--- src/hdl/lapg_pkg.sv ---
// ----------------------------------------------------------------------------
// lapg_pkg
// Shared constants and controller/datapath interface types for the
// RGB Laplacian-of-Gaussian filter.
// ----------------------------------------------------------------------------
`default_nettype none

package lapg_pkg;

   // Filter geometry
   localparam int RADIUS     = 2;
   localparam int TAPS       = 2 * RADIUS + 1;
   localparam int POINTS     = 5;
   localparam int LINES      = 2 * RADIUS + 4;
   localparam int LINE_SEL_W = $clog2(LINES);

   // Field and counter widths
   localparam int W_PIX = 8;
   localparam int W_COL = 11;
   localparam int W_ROW = 12;
   localparam int W_HGT = 13;
   localparam int W_POS = 22;
   localparam int W_WGT = 17;
   localparam int W_RES = 19;
   localparam int W_STEP = 3;

   localparam logic [W_STEP-1:0] STEP_LAST = W_STEP'(TAPS - 1);
   localparam logic [W_STEP-1:0] POINT_LAST = W_STEP'(POINTS - 1);
   localparam logic [W_HGT-1:0] MAX_HEIGHT = 13'd4096;

   // Configuration register indexes
   localparam int CSR_IDX_W = 3;
   localparam logic [CSR_IDX_W-1:0] CSR_FRAME_WIDTH  = 3'd0;
   localparam logic [CSR_IDX_W-1:0] CSR_FRAME_HEIGHT = 3'd1;
   localparam logic [CSR_IDX_W-1:0] CSR_VWGT_CENTRE  = 3'd2;
   localparam logic [CSR_IDX_W-1:0] CSR_VWGT_ONE     = 3'd3;
   localparam logic [CSR_IDX_W-1:0] CSR_VWGT_TWO     = 3'd4;
   localparam logic [CSR_IDX_W-1:0] CSR_HWGT_CENTRE  = 3'd5;
   localparam logic [CSR_IDX_W-1:0] CSR_HWGT_ONE     = 3'd6;
   localparam logic [CSR_IDX_W-1:0] CSR_HWGT_TWO     = 3'd7;

   // Reset values of the configuration registers
   localparam logic [W_COL-1:0] RST_FRAME_WIDTH  = 11'd512;
   localparam logic [W_HGT-1:0] RST_FRAME_HEIGHT = 13'd512;
   localparam logic [W_WGT-1:0] RST_WGT_CENTRE   = 17'd16474;
   localparam logic [W_WGT-1:0] RST_WGT_ONE      = 17'd14538;
   localparam logic [W_WGT-1:0] RST_WGT_TWO      = 17'd9993;

   typedef struct packed {
      logic              wr_en;
      logic              adv_in;
      logic              div_start;
      logic              load_pos;
      logic              issue_valid;
      logic [W_STEP-1:0] issue_p;
      logic [W_STEP-1:0] issue_b;
      logic [W_STEP-1:0] issue_a;
      logic              load_out;
      logic              out_last;
      logic              adv_out;
      logic              clr_out;
   } lapg_cmd_type;

   typedef struct packed {
      logic col_wrap;
      logic row_wrap;
      logic emit_ok;
      logic last;
      logic div_done;
      logic lap_done;
   } lapg_stat_type;

endpackage

`default_nettype wire

--- src/hdl/lapg_ctrl.sv ---
// ----------------------------------------------------------------------------
// lapg_ctrl
// Item sequencer: handshakes, frame bookkeeping, and the step counters that
// walk the 5 points x 5 columns x 5 rows of line-store reads per result.
// ----------------------------------------------------------------------------
`default_nettype none

module lapg_ctrl import lapg_pkg::*; (
   input  logic          clock,
   input  logic          reset,
   input  logic          req_valid,
   output logic          req_stall,
   input  logic          req_mode,
   output logic          rsp_valid,
   input  logic          rsp_stall,
   output lapg_cmd_type  cmd,
   input  lapg_stat_type st
);

   typedef enum logic [2:0] {
      ST_IDLE,
      ST_MATH,
      ST_DIV,
      ST_RUN,
      ST_WAIT,
      ST_OUT
   } state_type;

   state_type         state_ff, state_in;
   logic              mode_ff, mode_in;
   logic              frame_done_ff, frame_done_in;
   logic              last_ff, last_in;
   logic              rsp_valid_ff, rsp_valid_in;
   logic [W_STEP-1:0] p_ff, p_in;
   logic [W_STEP-1:0] b_ff, b_in;
   logic [W_STEP-1:0] a_ff, a_in;
   logic              accept;
   logic              out_free;

   assign accept   = req_valid && (state_ff == ST_IDLE);
   assign out_free = !rsp_valid_ff || !rsp_stall;

   always_comb begin
      cmd             = '0;
      cmd.wr_en       = accept && !req_mode && !frame_done_ff;
      cmd.adv_in      = (state_ff == ST_MATH) && !mode_ff;
      cmd.div_start   = (state_ff == ST_MATH) && (mode_ff || st.emit_ok);
      cmd.load_pos    = (state_ff == ST_DIV) && st.div_done;
      cmd.issue_valid = (state_ff == ST_RUN);
      cmd.issue_p     = p_ff;
      cmd.issue_b     = b_ff;
      cmd.issue_a     = a_ff;
      cmd.load_out    = (state_ff == ST_OUT) && out_free;
      cmd.out_last    = last_ff;
      cmd.adv_out     = cmd.load_out && !last_ff;
      cmd.clr_out     = cmd.load_out && last_ff;

      state_in      = state_ff;
      mode_in       = mode_ff;
      frame_done_in = frame_done_ff;
      last_in       = last_ff;
      p_in          = p_ff;
      b_in          = b_ff;
      a_in          = a_ff;
      rsp_valid_in  = cmd.load_out || (rsp_valid_ff && rsp_stall);

      unique case (state_ff)
         ST_IDLE: begin
            // A pixel after the frame end or a drain before it is dropped.
            if (accept && (req_mode == frame_done_ff)) begin
               mode_in  = req_mode;
               state_in = ST_MATH;
            end
         end
         ST_MATH: begin
            if (mode_ff) begin
               last_in  = st.last;
               state_in = ST_DIV;
            end else begin
               last_in = 1'b0;
               if (st.col_wrap && st.row_wrap) begin
                  frame_done_in = 1'b1;
               end
               state_in = st.emit_ok ? ST_DIV : ST_IDLE;
            end
         end
         ST_DIV: begin
            if (st.div_done) begin
               p_in     = '0;
               b_in     = '0;
               a_in     = '0;
               state_in = ST_RUN;
            end
         end
         ST_RUN: begin
            if (a_ff == STEP_LAST) begin
               a_in = '0;
               if (b_ff == STEP_LAST) begin
                  b_in = '0;
                  if (p_ff == POINT_LAST) begin
                     state_in = ST_WAIT;
                  end else begin
                     p_in = p_ff + 1'b1;
                  end
               end else begin
                  b_in = b_ff + 1'b1;
               end
            end else begin
               a_in = a_ff + 1'b1;
            end
         end
         ST_WAIT: begin
            if (st.lap_done) begin
               state_in = ST_OUT;
            end
         end
         ST_OUT: begin
            if (out_free) begin
               if (last_ff) begin
                  frame_done_in = 1'b0;
               end
               state_in = ST_IDLE;
            end
         end
         default: state_in = ST_IDLE;
      endcase
   end

   always_ff @(posedge clock) begin
      if (reset) begin
         state_ff      <= ST_IDLE;
         mode_ff       <= 1'b0;
         frame_done_ff <= 1'b0;
         last_ff       <= 1'b0;
         rsp_valid_ff  <= 1'b0;
         p_ff          <= '0;
         b_ff          <= '0;
         a_ff          <= '0;
      end else begin
         state_ff      <= state_in;
         mode_ff       <= mode_in;
         frame_done_ff <= frame_done_in;
         last_ff       <= last_in;
         rsp_valid_ff  <= rsp_valid_in;
         p_ff          <= p_in;
         b_ff          <= b_in;
         a_ff          <= a_in;
      end
   end

   assign req_stall = (state_ff != ST_IDLE);
   assign rsp_valid = rsp_valid_ff;

endmodule

`default_nettype wire

--- config.mk ---
export PLATFORM = sky130hd
export DESIGN_NAME = lapg_ctrl
export DESIGN_NICKNAME = d
export VERILOG_FILES = /design/src/hdl/lapg_pkg.sv /design/src/hdl/lapg_ctrl.sv
export SDC_FILE = /design/constraint.sdc
export NUM_CORES = 1
export LEC_CHECK = 0
export BUFFER_PORTS_ARGS = -buffer_cell sky130_fd_sc_hd__buf_4
export CAP_MARGIN = 15
export CORE_MARGIN = 5
export CORE_UTILIZATION = 50
export DETAILED_ROUTE_END_ITERATION = 8
export PLACE_DENSITY = 0.87
export SETUP_SLACK_MARGIN = 0.1
export SLEW_MARGIN = 10
export SYNTH_ARGS = -nofsm -noshare
export SYNTH_HDL_FRONTEND = slang
export SYNTH_SLANG_ARGS = --single-unit
--- constraint.sdc ---
create_clock -name clock -period 3.6 [get_ports clock]
set_input_delay 0.36 -clock clock [delete_from_list [all_inputs] [get_ports clock]]
set_output_delay 0.36 -clock clock [all_outputs]
set_load 0.01 [all_outputs]
=== After elaboration in Yosys (flattened, before gate mapping) ===
Cells that the tools add are included.

* Register bits: 16
* Output and inout bits: 20

* Add/subtract/negate cells: 3
* Equal/unequal tests: 20
* Multiplexer cells: 26
* Reductions and logical operators: 31

{| class="wikitable"
|+ Operator list
! kind !! number
|-
| $mux W3 || 14
|-
| $pmux W3 S2 || 3
|-
| $pmux W3 S6 || 1
|-
| $eq A3 B3 Y1 const B || 5
|-
| $logic_and A1 B1 Y1 || 12
|-
| $ne A2 B2 Y1 const B || 6
|-
| $ne A2 B1 Y1 const B || 5
|-
| $reduce_and A5 Y1 || 2
|-
| $add A3 B1 Y3 const B || 3
|-
| $reduce_and A7 Y1 || 1
|-
| $eq A3 B2 Y1 const B || 2
|-
| $logic_not A1 Y1 || 6
|-
| $mux W1 || 5
|-
| $mux W2 || 2
|-
| $reduce_and A2 Y1 || 2
|-
| $reduce_bool A2 Y1 || 2
|-
| $eq A3 B1 Y1 const B || 1
|-
| $logic_not A3 Y1 || 1
|-
| $logic_or A1 B1 Y1 || 3
|-
| $reduce_and A3 Y1 || 1
|-
| $reduce_bool A3 Y1 || 1
|-
| $pmux W1 S2 || 1
|-
| $eq A1 B1 Y1 || 1
|}

=== Longest topological paths before layout ===
* Depth after elaboration: 5
* Mapped depth: 6
* Gate-level depth less buffers: 6

=== Worst setup path after synthesis ===
Ideal clock, no wire load.

* Path kind: flip-flop to flip-flop
* Start point: reg p_ff[0]
* End point: reg p_ff[1]
* Arrival time: 1.656 ns
* Required time: 3.513 ns
* Path slack: 1.857 ns
* Cell stages (with the launch flop): 7
* Clock period less this slack: 1.743 ns
* Cells stage by stage: dfxtp_1 -> inv_1 -> ha_1 -> nand2_1 -> or3b_4 -> or4b_1 -> o31ai_1

* Word-level cells in the longest chain between the ends: 5
* Elaborated cells between the ends (all ways): 8
* Those cells by class: 1 x add/sub; 2 x eq/ne; 4 x mux; 1 x reduce/logical

{| class="wikitable"
|+ Ends and longest elaborated chain
! item !! line !! RTL
|-
| from (decl) || lapg_ctrl.sv:34 || <nowiki>logic [W_STEP-1:0] p_ff, p_in;</nowiki>
|-
| from (signal assigned) || lapg_ctrl.sv:145 || <nowiki>p_ff <= p_in;</nowiki>
|-
| $add A3 B1 Y3 || lapg_ctrl.sv:103 || <nowiki>p_in = p_ff + 1'b1;</nowiki>
|-
| $mux W3 || lapg_ctrl.sv:100 || <nowiki>if (p_ff == POINT_LAST) begin</nowiki>
|-
| $mux W3 || lapg_ctrl.sv:98 || <nowiki>if (b_ff == STEP_LAST) begin</nowiki>
|-
| $mux W3 || lapg_ctrl.sv:96 || <nowiki>if (a_ff == STEP_LAST) begin</nowiki>
|-
| $pmux W3 S2 || lapg_ctrl.sv:67 || <nowiki>unique case (state_ff)</nowiki>
|}

Parallel ways exist; a longest one is shown, timed or not. The select of a mux whose other input is x is not followed.
A chain may end at the register's enable or synchronous reset.

==> out/results.ini <==
[logic_synthesis]
ys_seq_area_share_pct=34.41
syn_nets=136
ys_types=32
synth_ff_type=dfxtp_1
synth_edf_count=0
ys_ff_latch=16
avgSynthCellArea_um2=7.823
syn_inst=119
yosys_warnings=0
synthArstFlopShare_pct=0
synth_area_um2=930.9

[worst_setup_path]
crit_required_ns=3.24
reg2reg_from=a_ff[0]$_SDFFE_PP0P_
start_kind=flop
reg2regPathDepth=6
r2r-end=p_ff[1]$_SDFFE_PP0P_
worstSetupEndpointType=output pin
startpoint=state_ff[2]$_SDFFE_PP0P_
rrSetupSlack_ns=1.77
crit_type=flop to output pin
cp_max_fo=7
critPathArrivalTime_ns=1.61
crit_end=cmd[1]

[global_routing]
grt_max_degree=20
overflow=0
grt_pass1_wl_um=3594
antenna_found_initial=0
global_route.usage.total_pct=17.40
grt_pass1_vias=880

[clock_network]
clk_pin_slew_ns=0.10
clk_path_buf_depth=2
hold_buffers=0
cts_tree=yes
cts-buffers-inserted=3
clock-sinks=16
ctsHtreeMaxLevel=1
cts-root-buf=clkbuf_4
clk_latency_ns=0.29
post_cts_buffers=0
cts_resized=0

[sta]
fin_worst_skew_ns=0.002175
fmax_ghz=0.5080
slew_violations=0
finalHoldViolCount=0
relSlewSlack_pct=66.34
holdWs_ns=0.3440
rsz0062_at_grt=false
tns_ns=0
setup_ws_ns=1.632
worst_pin_slew_ns=0.5038
fin_crit_ns=1.968
period_share_pct=54.68
setup_viol_count_final=0

[drt]
first_pass_iters=4
antenna_left=0
dr.first_iter.drc_count=33
vias=959
post_drt_via_cell_ratio=5.511
finalWirelength_um=2192
wl_per_cell_um=12.60
drc=0

[place]
post_dp_cell_area_mm2=0.001167
dp_hpwl_um=1681
dp_slack_ns=1.805
port_buffers=30
place_congestion=0.8087

[power_and_ir_drop]
leakage_nw=0.4891
vdd_ir_drop_max_mv=0.2317
powerDensity_mw_per_mm2=288.8
p_total_w=0.0003477

[floorplanning]
ios=31
dieWidth_um=53.15
die_area_mm2=0.002825
die_h_um=53.15
start_util_pct=53.33
rows=15
coreArea_mm2=0.001745

[final_layout]
nets=167
syn_to_final_growth_pct=29.30
antenna_cells=0
final_common_cell=buf_4
layout_common_cells=buf_4 (30), dfxtp_1 (16), nand2_1 (14), a21oi_1 (12), inv_1 (10)
layout-drive-gt1-share_pct=24.16
design_area_mm2=0.001204

[job]
cap_violations=0

[run_status]
outcome=finished, final reports clean

[worst_hold_path]
min_path_type=input port to flop

synth_stat cells, types with 3 or more instances:
cell type	n	area, um2
nor3_1	4	20.02
nand3_1	5	25.02
or3_1	3	18.77
dfxtp_1	16	320.3
ha_1	6	75.07
inv_1	10	37.54
a21oi_1	12	60.06
nor2b_1	4	25.02
o21ai_0	6	30.03
nand2b_1	4	25.02
nor2_1	7	26.28
nand2_1	14	52.55
power breakdown:
part / internal (W) / switching (W) / leakage, nW / total [W]
sequential: 0.000179 / 0.00000427 / 0.129 / 0.000183
clock: 0.0000617 / 0.0000605 / 0.0210 / 0.000122
combinational: 0.0000202 / 0.0000219 / 0.339 / 0.0000421
total: 0.000261 / 0.0000867 / 0.489 / 0.000348
critical path, stage by stage, from the launching register on:
cell     delay [ns]
dfxtp_1        0.44
nor2b_1        0.28
nand2_1        0.13
a21oi_1        0.17
nor2b_1        0.16
buf_4          0.13
how the worst min path moves through the flow:
stage | startpoint | depth (start not counted) | to | slack [ns]
after floorplan | last_ff$_SDFFE_PP0N_ | 2 | last_ff$_SDFFE_PP0N_ | 0.46
after global placement | last_ff$_SDFFE_PP0N_ | 2 | last_ff$_SDFFE_PP0N_ | 0.47
after detailed placement | last_ff$_SDFFE_PP0N_ | 2 | last_ff$_SDFFE_PP0N_ | 0.50
after CTS | st[4] | 3 | frame_done_ff$_SDFFE_PP0P_ | 0.34
after global routing | st[2] | 3 | last_ff$_SDFFE_PP0N_ | 0.35
final | st[2] | 3 | last_ff$_SDFFE_PP0N_ | 0.34
metrics by stage:
stage | utilization, % | std cells
4_1_cts | 68.96 | 174
5_1_grt | 68.96 | 174
6_report | 68.96 | 174
3_5_place_dp | 66.88 | 170
3_3_place_gp | 66.88 | 170
2_1_floorplan | - | 119
state kept, by name, indices dropped and copies added, names as in the netlist:
signal / flops
mode_ff: 1
rsp_valid: 1
a_ff: 3
state_ff: 3
frame_done_ff: 1
b_ff: 3
last_ff: 1
p_ff: 3
metal layers:
layer	up-vias	global-route usage (%)	part of all wire (%)
met3	2	5.352	5.9
met4	0	7.660	1.2
met2	30	28.72	49
met1	450	20.51	44
met5	-	0	0
li1	477	-	-
logic make-up (layout without fill, tap and decap cells):
kind of cell / Yosys count / after routing / share of synthesized area [%]
compound gates: 29 / 29 / 18.68
xor+xnor: 1 / 1 / 0.9410
fa+ha+maj: 6 / 6 / 8.064
buf+inv: 14 / 44 / 6.183
flops: 16 / 16 / 34.41
simple gates: 53 / 53 / 31.72
area by class of cell:
| type | count | area (um2) |
|---|---|---|
| Fill cell | 142 | 541.8 |
| Timing Repair Buffer | 30 | 225.2 |
| Tap cell | 25 | 31.28 |
| Clock buffer | 4 | 36.28 |
| Inverter | 10 | 37.54 |
| Multi-Input combinational cell | 89 | 553.0 |
| Sequential cell | 16 | 320.3 |
(Power assumes the default switching activity.)
